**src/hw/rtl/rosr_pkg.sv**
```systemverilog
// shared types and constants for the one-shot rtd read sequencer
package rosr_pkg;

  // request codes
  localparam logic [1:0] REQ_START = 2'd0;
  localparam logic [1:0] REQ_SPI_DONE = 2'd1;
  localparam logic [1:0] REQ_TICK = 2'd2;
  localparam logic [1:0] REQ_UNUSED = 2'd3;

  // result kinds
  localparam logic KIND_SPI = 1'b0;
  localparam logic KIND_DONE = 1'b1;

  // status codes
  localparam logic STATUS_OK = 1'b0;
  localparam logic STATUS_LINK_ERR = 1'b1;

  // configuration register indexes
  localparam logic CFG_FILTER_FIFTY_HZ = 1'b0;
  localparam logic CFG_RC_SETTLE_US = 1'b1;

  localparam int CfgIndexW = 1;
  localparam int CfgDataW = 16;

  typedef struct packed {
    logic        out_kind;
    logic [7:0]  spi_cmd_byte;
    logic [7:0]  spi_data_byte;
    logic        spi_is_read;
    logic [14:0] rtd_value;
    logic        status;
  } rosr_res_t;

  // spi transaction beat: write sets bit 7 of the address byte
  function automatic rosr_res_t spi_beat(input logic [7:0] addr, input logic is_write,
                                         input logic [7:0] data);
    rosr_res_t r;
    r.out_kind      = KIND_SPI;
    r.spi_cmd_byte  = is_write ? ((addr & 8'h7f) | 8'h80) : (addr & 8'h7f);
    r.spi_data_byte = is_write ? data : 8'h00;
    r.spi_is_read   = !is_write;
    r.rtd_value     = 15'd0;
    r.status        = STATUS_OK;
    return r;
  endfunction

endpackage

```
**src/hw/rtl/rosr_if.sv**
```systemverilog
// request and result channel interfaces

interface rosr_req_if;
  logic       valid;
  logic       ready;
  logic [1:0] req_type;
  logic [7:0] spi_read_data;
  logic       spi_error;

  modport source (output valid, output req_type, output spi_read_data, output spi_error,
                  input ready);
  modport sink (input valid, input req_type, input spi_read_data, input spi_error,
                output ready);
endinterface

interface rosr_res_if;
  logic        valid;
  logic        ready;
  logic        out_kind;
  logic [7:0]  spi_cmd_byte;
  logic [7:0]  spi_data_byte;
  logic        spi_is_read;
  logic [14:0] rtd_value;
  logic        status;

  modport source (output valid, output out_kind, output spi_cmd_byte, output spi_data_byte,
                  output spi_is_read, output rtd_value, output status, input ready);
  modport sink (input valid, input out_kind, input spi_cmd_byte, input spi_data_byte,
                input spi_is_read, input rtd_value, input status, output ready);
endinterface

```
**src/hw/rtl/rtd_one_shot_read_sequencer.sv**
```systemverilog
// one-shot rtd read sequencer top level
//
//  channel  dir  beat contents
//  -------  ---  ------------------------------------------------------------
//  req      in   req_type, spi_read_data, spi_error
//  res      out  out_kind, spi_cmd_byte, spi_data_byte, spi_is_read,
//                rtd_value, status
//  cfg      in   cfg_we, cfg_index, cfg_data (write only)
//
// one request beat per cycle while req.ready is high; each beat gives at most one result beat, which
// lands in the result register on the cycle after acceptance
// req.ready is high while the result register is empty or being drained, so
// a stall on res holds off req only while a result actually waits
// rst is synchronous: sequence goes idle, registers take their reset values
module rtd_one_shot_read_sequencer (
  input  logic                                clk,
  input  logic                                rst,
  rosr_req_if.sink                            req,
  rosr_res_if.source                          res,
  input  logic                                cfg_we,
  input  logic [rosr_pkg::CfgIndexW-1:0]      cfg_index,
  input  logic [rosr_pkg::CfgDataW-1:0]       cfg_data
);

  // sequence steps
  localparam logic [3:0] PH_IDLE    = 4'd0;
  localparam logic [3:0] PH_CLR_RD  = 4'd1;
  localparam logic [3:0] PH_CLR_WR  = 4'd2;
  localparam logic [3:0] PH_BIAS_RD = 4'd3;
  localparam logic [3:0] PH_BIAS_WR = 4'd4;
  localparam logic [3:0] PH_SHOT_RD = 4'd5;
  localparam logic [3:0] PH_SHOT_WR = 4'd6;
  localparam logic [3:0] PH_WAIT    = 4'd7;
  localparam logic [3:0] PH_MSB_RD  = 4'd8;
  localparam logic [3:0] PH_LSB_RD  = 4'd9;
  localparam logic [3:0] PH_OFF_RD  = 4'd10;
  localparam logic [3:0] PH_OFF_WR  = 4'd11;

  // converter register map
  localparam logic [7:0] REG_CFG   = 8'h00;
  localparam logic [7:0] REG_MSB   = 8'h01;
  localparam logic [7:0] REG_LSB   = 8'h02;
  localparam logic [7:0] BIT_BIAS  = 8'h80;
  localparam logic [7:0] BIT_SHOT  = 8'h20;
  localparam logic [7:0] BITS_FDET = 8'h0c;
  localparam logic [7:0] BIT_CLRF  = 8'h02;

  // conversion time in microseconds
  localparam logic [16:0] CONV_US_50HZ = 17'd62500;
  localparam logic [16:0] CONV_US_60HZ = 17'd52000;
  localparam logic [16:0] CEIL_ADD     = 17'd999;
  // floor(x / 1000) = (x * ceil(2^27 / 1000)) >> 27, exact for x < 2^17
  localparam int          RecipShift   = 27;
  localparam logic [17:0] RECIP_1000   = 18'd134218;

  // configuration registers
  logic        filter_fifty_hz;
  logic [15:0] rc_settle_us;

  // sequence state
  logic [3:0] phase, phase_next;
  logic [7:0] config_shadow, config_shadow_next;
  logic [7:0] wait_ticks, wait_ticks_next;
  logic [7:0] rtd_high_byte, rtd_high_byte_next;
  logic [7:0] rtd_low_byte, rtd_low_byte_next;
  logic       saved_error, saved_error_next;

  // result register
  logic                res_valid;
  rosr_pkg::rosr_res_t res_q;

  logic                req_acc;
  logic                emit;
  rosr_pkg::rosr_res_t beat;

  // wait length from current configuration
  logic [16:0] conv_us;
  logic [34:0] conv_prod;
  logic [7:0]  conv_ticks;
  logic [7:0]  wait_dec;
  logic [15:0] rtd_word;

  always_ff @(posedge clk) begin
    if (rst) begin
      filter_fifty_hz <= 1'b0;
      rc_settle_us    <= 16'd10000;
    end else if (cfg_we) begin
      case (cfg_index)
        rosr_pkg::CFG_FILTER_FIFTY_HZ: filter_fifty_hz <= cfg_data[0];
        rosr_pkg::CFG_RC_SETTLE_US:    rc_settle_us    <= cfg_data;
        default: ;
      endcase
    end
  end

  // slot free when empty or draining this cycle
  assign req.ready = !res_valid || res.ready;
  assign req_acc   = req.valid && req.ready;

  always_comb begin
    conv_us    = (filter_fifty_hz ? CONV_US_50HZ : CONV_US_60HZ) + {1'b0, rc_settle_us}
                 + CEIL_ADD;
    conv_prod  = {18'd0, conv_us} * {17'd0, RECIP_1000};
    conv_ticks = conv_prod[RecipShift +: 8];
    wait_dec   = (wait_ticks != 8'd0) ? wait_ticks - 8'd1 : wait_ticks;
    rtd_word   = {rtd_high_byte, rtd_low_byte};
  end

  always_comb begin
    phase_next         = phase;
    config_shadow_next = config_shadow;
    wait_ticks_next    = wait_ticks;
    rtd_high_byte_next = rtd_high_byte;
    rtd_low_byte_next  = rtd_low_byte;
    saved_error_next   = saved_error;
    emit               = 1'b0;
    beat               = rosr_pkg::spi_beat(REG_CFG, 1'b0, 8'h00);

    case (req.req_type)
      rosr_pkg::REQ_START: begin
        // start while busy is dropped
        if (phase == PH_IDLE) begin
          saved_error_next = 1'b0;
          phase_next       = PH_CLR_RD;
          emit             = 1'b1;
          beat             = rosr_pkg::spi_beat(REG_CFG, 1'b0, 8'h00);
        end
      end
      rosr_pkg::REQ_TICK: begin
        if (phase == PH_WAIT) begin
          wait_ticks_next = wait_dec;
          if (wait_dec == 8'd0) begin
            phase_next = PH_MSB_RD;
            emit       = 1'b1;
            beat       = rosr_pkg::spi_beat(REG_MSB, 1'b0, 8'h00);
          end
        end
      end
      rosr_pkg::REQ_SPI_DONE: begin
        // early steps: error ends the run; later steps: error goes to bias-off
        case (phase)
          PH_CLR_RD, PH_CLR_WR, PH_BIAS_RD, PH_BIAS_WR, PH_OFF_RD: begin
            emit = 1'b1;
            if (req.spi_error) begin
              phase_next = PH_IDLE;
              beat = '{out_kind: rosr_pkg::KIND_DONE, spi_cmd_byte: 8'h00,
                       spi_data_byte: 8'h00, spi_is_read: 1'b0, rtd_value: 15'd0,
                       status: rosr_pkg::STATUS_LINK_ERR};
            end else begin
              case (phase)
                PH_CLR_RD: begin
                  config_shadow_next = req.spi_read_data;
                  phase_next         = PH_CLR_WR;
                  beat = rosr_pkg::spi_beat(REG_CFG, 1'b1,
                           (req.spi_read_data & ~(BITS_FDET | BIT_SHOT)) | BIT_CLRF);
                end
                PH_CLR_WR: begin
                  phase_next = PH_BIAS_RD;
                  beat       = rosr_pkg::spi_beat(REG_CFG, 1'b0, 8'h00);
                end
                PH_BIAS_RD: begin
                  config_shadow_next = req.spi_read_data;
                  phase_next         = PH_BIAS_WR;
                  beat = rosr_pkg::spi_beat(REG_CFG, 1'b1, req.spi_read_data | BIT_BIAS);
                end
                PH_BIAS_WR: begin
                  phase_next = PH_SHOT_RD;
                  beat       = rosr_pkg::spi_beat(REG_CFG, 1'b0, 8'h00);
                end
                default: begin
                  // bias-off read done
                  config_shadow_next = req.spi_read_data;
                  phase_next         = PH_OFF_WR;
                  beat = rosr_pkg::spi_beat(REG_CFG, 1'b1, req.spi_read_data & ~BIT_BIAS);
                end
              endcase
            end
          end
          PH_SHOT_RD, PH_SHOT_WR, PH_MSB_RD, PH_LSB_RD: begin
            if (req.spi_error) begin
              saved_error_next = 1'b1;
              phase_next       = PH_OFF_RD;
              emit             = 1'b1;
              beat             = rosr_pkg::spi_beat(REG_CFG, 1'b0, 8'h00);
            end else begin
              case (phase)
                PH_SHOT_RD: begin
                  config_shadow_next = req.spi_read_data;
                  phase_next         = PH_SHOT_WR;
                  emit               = 1'b1;
                  beat = rosr_pkg::spi_beat(REG_CFG, 1'b1, req.spi_read_data | BIT_SHOT);
                end
                PH_SHOT_WR: begin
                  // conversion started: no beat, just arm the wait
                  wait_ticks_next = conv_ticks;
                  phase_next      = PH_WAIT;
                end
                PH_MSB_RD: begin
                  rtd_high_byte_next = req.spi_read_data;
                  phase_next         = PH_LSB_RD;
                  emit               = 1'b1;
                  beat               = rosr_pkg::spi_beat(REG_LSB, 1'b0, 8'h00);
                end
                default: begin
                  rtd_low_byte_next = req.spi_read_data;
                  saved_error_next  = 1'b0;
                  phase_next        = PH_OFF_RD;
                  emit              = 1'b1;
                  beat              = rosr_pkg::spi_beat(REG_CFG, 1'b0, 8'h00);
                end
              endcase
            end
          end
          PH_OFF_WR: begin
            // bias-off write ends every run that got past bias-on, unless the bias-off read fails
            phase_next = PH_IDLE;
            emit       = 1'b1;
            beat.out_kind      = rosr_pkg::KIND_DONE;
            beat.spi_cmd_byte  = 8'h00;
            beat.spi_data_byte = 8'h00;
            beat.spi_is_read   = 1'b0;
            if (saved_error || req.spi_error) begin
              beat.rtd_value = 15'd0;
              beat.status    = rosr_pkg::STATUS_LINK_ERR;
            end else begin
              beat.rtd_value = rtd_word[15:1];
              beat.status    = rosr_pkg::STATUS_OK;
            end
          end
          default: ;  // completion while idle or waiting
        endcase
      end
      default: ;  // unused request code
    endcase
  end

  always_ff @(posedge clk) begin
    if (rst) begin
      phase         <= PH_IDLE;
      config_shadow <= 8'h00;
      wait_ticks    <= 8'h00;
      rtd_high_byte <= 8'h00;
      rtd_low_byte  <= 8'h00;
      saved_error   <= 1'b0;
    end else if (req_acc) begin
      phase         <= phase_next;
      config_shadow <= config_shadow_next;
      wait_ticks    <= wait_ticks_next;
      rtd_high_byte <= rtd_high_byte_next;
      rtd_low_byte  <= rtd_low_byte_next;
      saved_error   <= saved_error_next;
    end
  end

  // result register: refilled or emptied whenever the slot is free
  always_ff @(posedge clk) begin
    if (rst) begin
      res_valid <= 1'b0;
    end else if (req.ready) begin
      res_valid <= req_acc && emit;
    end
  end

  always_ff @(posedge clk) begin
    if (req_acc && emit) begin
      res_q <= beat;
    end
  end

  assign res.valid         = res_valid;
  assign res.out_kind      = res_q.out_kind;
  assign res.spi_cmd_byte  = res_q.spi_cmd_byte;
  assign res.spi_data_byte = res_q.spi_data_byte;
  assign res.spi_is_read   = res_q.spi_is_read;
  assign res.rtd_value     = res_q.rtd_value;
  assign res.status        = res_q.status;

endmodule

```
**src/flat_wrapper.sv**
```systemverilog
// flat-port wrapper written by rule: the top's interface ports become plain ports
module rtd_one_shot_read_sequencer_flat 
  (clk, rst, cfg_we, cfg_index, cfg_data, req_valid, req_req_type, req_spi_read_data, req_spi_error, req_ready, res_valid, res_out_kind, res_spi_cmd_byte, res_spi_data_byte, res_spi_is_read, res_rtd_value, res_status, res_ready);
  rosr_req_if req_i ();
  rosr_res_if res_i ();
  input  logic clk;
  input  logic rst;
  input  logic cfg_we;
  input  logic [rosr_pkg::CfgIndexW-1:0] cfg_index;
  input  logic [rosr_pkg::CfgDataW-1:0] cfg_data;
  input wire logic [$bits(req_i.valid)-1:0] req_valid;
  input wire logic [$bits(req_i.req_type)-1:0] req_req_type;
  input wire logic [$bits(req_i.spi_read_data)-1:0] req_spi_read_data;
  input wire logic [$bits(req_i.spi_error)-1:0] req_spi_error;
  output wire logic [$bits(req_i.ready)-1:0] req_ready;
  output wire logic [$bits(res_i.valid)-1:0] res_valid;
  output wire logic [$bits(res_i.out_kind)-1:0] res_out_kind;
  output wire logic [$bits(res_i.spi_cmd_byte)-1:0] res_spi_cmd_byte;
  output wire logic [$bits(res_i.spi_data_byte)-1:0] res_spi_data_byte;
  output wire logic [$bits(res_i.spi_is_read)-1:0] res_spi_is_read;
  output wire logic [$bits(res_i.rtd_value)-1:0] res_rtd_value;
  output wire logic [$bits(res_i.status)-1:0] res_status;
  input wire logic [$bits(res_i.ready)-1:0] res_ready;
  assign req_i.valid = req_valid;
  assign req_i.req_type = req_req_type;
  assign req_i.spi_read_data = req_spi_read_data;
  assign req_i.spi_error = req_spi_error;
  assign req_ready = req_i.ready;
  assign res_valid = res_i.valid;
  assign res_out_kind = res_i.out_kind;
  assign res_spi_cmd_byte = res_i.spi_cmd_byte;
  assign res_spi_data_byte = res_i.spi_data_byte;
  assign res_spi_is_read = res_i.spi_is_read;
  assign res_rtd_value = res_i.rtd_value;
  assign res_status = res_i.status;
  assign res_i.ready = res_ready;
  rtd_one_shot_read_sequencer u_core (.clk(clk), .rst(rst), .req(req_i), .res(res_i), .cfg_we(cfg_we), .cfg_index(cfg_index), .cfg_data(cfg_data));
endmodule
```
**config.mk**
```make
export PLATFORM = sky130hd
export DESIGN_NAME = rtd_one_shot_read_sequencer_flat
export DESIGN_NICKNAME = d
export VERILOG_FILES = /design/src/hw/rtl/rosr_pkg.sv /design/src/hw/rtl/rosr_if.sv /design/src/hw/rtl/rtd_one_shot_read_sequencer.sv /design/src/flat_wrapper.sv
export SDC_FILE = /design/constraint.sdc
export NUM_CORES = 1
export LEC_CHECK = 0
export ABC_AREA = 1
export BUFFER_PORTS_ARGS = -buffer_cell sky130_fd_sc_hd__buf_2
export CAP_MARGIN = 20
export CORE_ASPECT_RATIO = 0.5
export CORE_MARGIN = 2
export CORE_UTILIZATION = 23
export DETAILED_ROUTE_END_ITERATION = 8
export PLACE_DENSITY = 0.35
export SLEW_MARGIN = 20
export SYNTH_ARGS = -nofsm -noshare
export SYNTH_HDL_FRONTEND = slang
export SYNTH_SLANG_ARGS = --single-unit
```
**constraint.sdc**
```tcl
create_clock -name clk -period 7.65 [get_ports clk]
set_clock_uncertainty 0.1 [all_clocks]
set_input_delay 0.3825 -clock clk [delete_from_list [all_inputs] [get_ports clk]]
set_output_delay 0.3825 -clock clk [all_outputs]
set_load 0.02 [all_outputs]
```
## After elaboration in Yosys (flattened, before gate mapping)

Cells that the tools add are included.

- Logic and storage cells: 103
- Latch bits: 0
- Register bits after elaboration: 81
- RAM bits: 0
- Output and inout port bits: 36
- Bits in read-only memories: 0
- Input port bits: 33
- Memories kept: 0

- Bitwise gates (word level): 3
- $lt $le $gt $ge: 0
- Reductions and logical operators: 24
- $add $sub $neg: 3
- Divide/modulo/power cells: 0
- Eq/ne operators: 21
- Shift-type cells: 0
- $mul: 1
- Mux-type cells: 37

Operator list:

| operator | count |
|---|---|
| $mux W34 | 3 |
| $pmux W34 S3 | 1 |
| $pmux W33 S3 | 1 |
| $pmux W34 S2 | 1 |
| $pmux W33 S2 | 1 |
| $mux W8 | 5 |
| $pmux W4 S3 | 3 |
| $mul A17 B17 Y34 const B | 1 |
| $mux W26 | 1 |
| $mux W4 | 5 |
| $add A17 B10 Y17 const B | 1 |
| $add A17 B16 Y17 | 1 |
| $eq A4 B3 Y1 const B | 4 |
| $eq A4 B4 Y1 const B | 4 |
| $mux W16 | 1 |
| $pmux W4 S4 | 1 |
| $pmux W8 S2 | 1 |
| $reduce_and A5 Y1 | 3 |
| $mux W14 | 1 |
| $reduce_and A6 Y1 | 2 |
| $mux W1 | 9 |
| $eq A4 B2 Y1 const B | 2 |
| $logic_not A8 Y1 | 1 |
| $reduce_bool A8 Y1 | 1 |
| 24 further kinds | 35 |

## Logic depth before layout (Yosys ltp)

- Depth in word-level cells: 8
- Mapped depth: 36
- Depth with buffers taken out: 36

## Worst setup path after synthesis

OpenSTA, ideal clock, no wires.

- Path type: reg-to-reg
- Start: reg u_core.filter_fifty_hz
- End: reg u_core.wait_ticks[5]
- Cell stages (with the launch flop): 34
- Setup time: 0.134 ns
- Period minus slack after synthesis: 6.041 ns
- Slack: 1.609 ns
- Data required time: 7.416 ns
- Data arrival time: 5.807 ns
- Buffers on the path: 0
- Path through: dfxtp_1 > inv_1 > ha_1 > inv_1 > ha_1 > nand2_1 > nor2_1 > nor2_1 > nor2_1 > a21oi_2 > o21ai_0 > xor2_1 > ha_1 > fa_1 > inv_1 > fa_1 > inv_1 > fa_1 > inv_1 > fa_1 > inv_1 > ha_1 > nand2_1 > inv_1 > nand2_1 > nand2_1 > nand2_1 > nand2_1 > a21oi_1 > nand2_1 > nand2_1 > nand2_1 > o21ai_1 > a21oi_1

- Word-level cells in the longest chain between the ends: 8

Ends and longest elaborated chain:

| item | RTL line | RTL |
|---|---|---|
| start: declaration | rtd_one_shot_read_sequencer.sv:57 | `logic filter_fifty_hz;` |
| start signal: assignment | rtd_one_shot_read_sequencer.sv:89 | `rosr_pkg::CFG_FILTER_FIFTY_HZ: filter_fifty_hz <= cfg_data[0];` |
| $mux W14 | rtd_one_shot_read_sequencer.sv:101 | `conv_us = (filter_fifty_hz ? CONV_US_50HZ : CONV_US_60HZ) + {1'b0, rc_settle_us}` |
| $add A17 B16 Y17 | rtd_one_shot_read_sequencer.sv:101 |  |
| $add A17 B10 Y17 | rtd_one_shot_read_sequencer.sv:102 | `+ CEIL_ADD;` |
| $mul A17 B17 Y34 | rtd_one_shot_read_sequencer.sv:103 | `conv_prod = {18'd0, conv_us} * {17'd0, RECIP_1000};` |
| $mux W8 | rtd_one_shot_read_sequencer.sv:186 | `case (phase)` |
| $mux W8 | rtd_one_shot_read_sequencer.sv:180 | `if (req.spi_error) begin` |
| $mux W8 | rtd_one_shot_read_sequencer.sv:141 | `case (phase)` |
| $pmux W8 S2 | rtd_one_shot_read_sequencer.sv:119 | `case (req.req_type)` |
| end signal: assignment | rtd_one_shot_read_sequencer.sv:248 | `wait_ticks <= wait_ticks_next;` |
| end: declaration | rtd_one_shot_read_sequencer.sv:63 | `logic [7:0] wait_ticks, wait_ticks_next;` |

No other way between the ends. The select of a mux whose other input is x is not followed.
A chain may end at the register's enable or synchronous reset.

## Worst setup path after layout

- Start: reg u_core.filter_fifty_hz
- End: reg u_core.wait_ticks[0]

The elaborated chain is that of the path after synthesis.

==> results.sh <==
export IMPL_netlist_area_mm2=0.00841
export IMPL_critical_path_class="reg -> reg"
export IMPL_ant_nets=0
export IMPL_placed_cells=1637
export IMPL_finalSetupViolCount=0
export IMPL_ys_warn_count=0
export IMPL_timing_final_crit_share_pct=86.5
export IMPL_endpoint_kind="register"
export IMPL_finalHoldViolations=0
export IMPL_hold_class="in -> reg"
export IMPL_drt_pass1_iter_count=4
export IMPL_port_buffers=63
export IMPL_core_area_mm2=0.0360
export IMPL_cts_setup_buffers=0
export IMPL_syn_area_per_cell_um2=7.68
export IMPL_vias=7018
export IMPL_final_layout_size_suffix_gt1_share_pct=10.2
export IMPL_drc=0
export IMPL_async_flop_share_pct=0
export IMPL_cts_buffer_depth=2
export IMPL_clkSlewWorstSetupHoldPaths_ps=70
export IMPL_cts_max_level=3
export IMPL_rsz0062_at_grt="no"
export IMPL_grt_pass1_vias=6902
export IMPL_die_area_mm2=0.0382
export IMPL_drt_iter0_drc=243
export IMPL_slowest_stage="fa_1"
export IMPL_finalSetupTns_ps=0
export IMPL_setup_slack_ps=1040
export IMPL_rows=49
export IMPL_clock_sinks=75
export IMPL_synth_seq_area_share_pct=21.3
export IMPL_clock_fmax_ghz=0.151
export IMPL_cts_tree="yes"
export IMPL_fin_cells=1654
export IMPL_cts_root_buffer="clkbuf_16"
export IMPL_drv_cap=0
export IMPL_fillers=4001
export IMPL_die_y_um=139
export IMPL_dp_hpwl_um=19200
export IMPL_ys_ff_latch=75
export IMPL_final_common_cell="nand2_1"
export IMPL_globalplace_congestion=0.798
export IMPL_maxSlewViolCount=0
export IMPL_synth_flop_cell="dfxtp_1"
export IMPL_cts_made_buffers=9
export IMPL_grtUsageTotal_pct=12.3
export IMPL_start_util_pct=23.4
export IMPL_areaGrowthSynthToFinish_pct=14.6
export IMPL_wl_per_cell_um=13.9
export IMPL_hold_buffers=0
export IMPL_slowest_delay_ps=540
export IMPL_arrival_ps=6790
export IMPL_die_w_um=274
export IMPL_antenna_cells=0
export IMPL_relSlewSlack_pct=38.1
export IMPL_antenna_found_initial=0
export IMPL_cts_resized=0
export IMPL_post_route_util_pct=26.8
export IMPL_outcome="finished clean"
export IMPL_overflow=0
export IMPL_drt_total_wl_um=23100
export IMPL_cp_start_kind="register"
export IMPL_vias_per_cell=4.24
export IMPL_place_ws_ps=1040
export IMPL_crit_path_max_fanout=6
export IMPL_grt_max_degree=38
export IMPL_worst_pin_slew_ps=925
export IMPL_fin_crit_ps=6610
export IMPL_synth_cell_types=46
export IMPL_mostFrequentLayoutCells="209 x nand2_1, 198 x inv_1, 159 x ha_1"
export IMPL_num_io_pins=69
export IMPL_grt_pass1_wl_um=37000
export IMPL_synth_edf_count=29
export IMPL_cpMostUsedCell="inv_1"
export IMPL_clk_insertion_delay_late_ps=340
export IMPL_synth_cells=1095
export IMPL_fin_nets=1400
export IMPL_required_ps=7820
[worst max-delay path, delay by kind of cell, from the launching register on]
kind | cells | cell delay [ps]
adders and majority gates | 8 | 3210
AOI/OAI and AO/OA | 7 | 1400
and+or+nand+nor | 7 | 690
buffers and inverters | 7 | 600
DFF | 1 | 360
xor gates and xnor gates | 1 | 180
[path summary, 6_finish.rpt]
check / slack, ps / startpoint / to / cells past startpoint
max: 1040 / u_core.filter_fifty_hz / u_core.wait_ticks[0] / 30
min: 140 / cfg_data[9] / u_core.rc_settle_us[9] / 3
max reg2reg: 1040 / u_core.filter_fifty_hz / u_core.wait_ticks[0] / 30
min reg2reg: 380 / u_core.rc_settle_us[2] / u_core.rc_settle_us[2] / 2
[layout make-up]
cell class | count | area (um2) | area share, %
Tap cell | 484 | 606 | 6.28
Timing Repair Buffer | 75 | 425 | 4.41
Sequential cell | 75 | 1790 | 18.6
Multi-Input combinational cell | 800 | 5760 | 59.8
Clock inverter | 7 | 65.1 | 0.675
Clock buffer | 9 | 225 | 2.34
Inverter | 204 | 766 | 7.94
[synth_stat cells, drive strengths merged, types with 11 or more instances]
cell / count / area (um2)
a21oi: 63 / 345
clkbuf: 13 / 48.8
dfxtp: 46 / 921
edfxtp: 29 / 871
fa: 43 / 861
ha: 159 / 1990
inv: 203 / 762
nand2: 214 / 821
nand3: 50 / 255
nor2: 124 / 493
nor3b: 19 / 143
o21ai: 50 / 265
xor2: 11 / 96.3
[routing by layer]
layer | GRT usage, % | wire length (um)
met5 | 0 | 0
met4 | 2.06 | 163
met3 | 1.62 | 659
met2 | 20.2 | 10800
met1 | 17.3 | 11400
[state kept, by name, summed over array words and instances (netlist names)]
signal	cells
u_core.res.spi_cmd_byte	3
u_core.wait_ticks	8
u_core.res.valid	1
u_core.saved_error	1
u_core.res.spi_is_read	1
u_core.rtd_low_byte	7
u_core.phase	4
u_core.res.status	1
u_core.res.rtd_value	15
u_core.res.spi_data_byte	8
u_core.rc_settle_us	16
u_core.res.out_kind	1
u_core.rtd_high_byte	8
u_core.filter_fifty_hz	1
[stage by stage]
| step | area, um2 | hold WS (ps) |
|---|---|---|
| 2_1_floorplan | 8430 | 337 |
| 3_3_place_gp | 9320 | 355 |
| 3_5_place_dp | 9320 | 361 |
| 4_1_cts | 9610 | 128 |
| 5_1_grt | 9640 | 136 |
| 6_report | 9640 | 135 |
[logic make-up after synthesis]
group           Yosys count  share of synthesized area, %
compound gates          143                          10.2
fa+ha+maj               202                          33.9
flops                    75                          21.3
xor+xnor                 17                          1.77
other cells               1                        0.0446
simple gates            433                          22.4
buf+inv                 224                          10.4
Power is left out: the tool's default activity adds up to more than one toggle a clock period on the data nets, which glitch-free logic cannot reach.
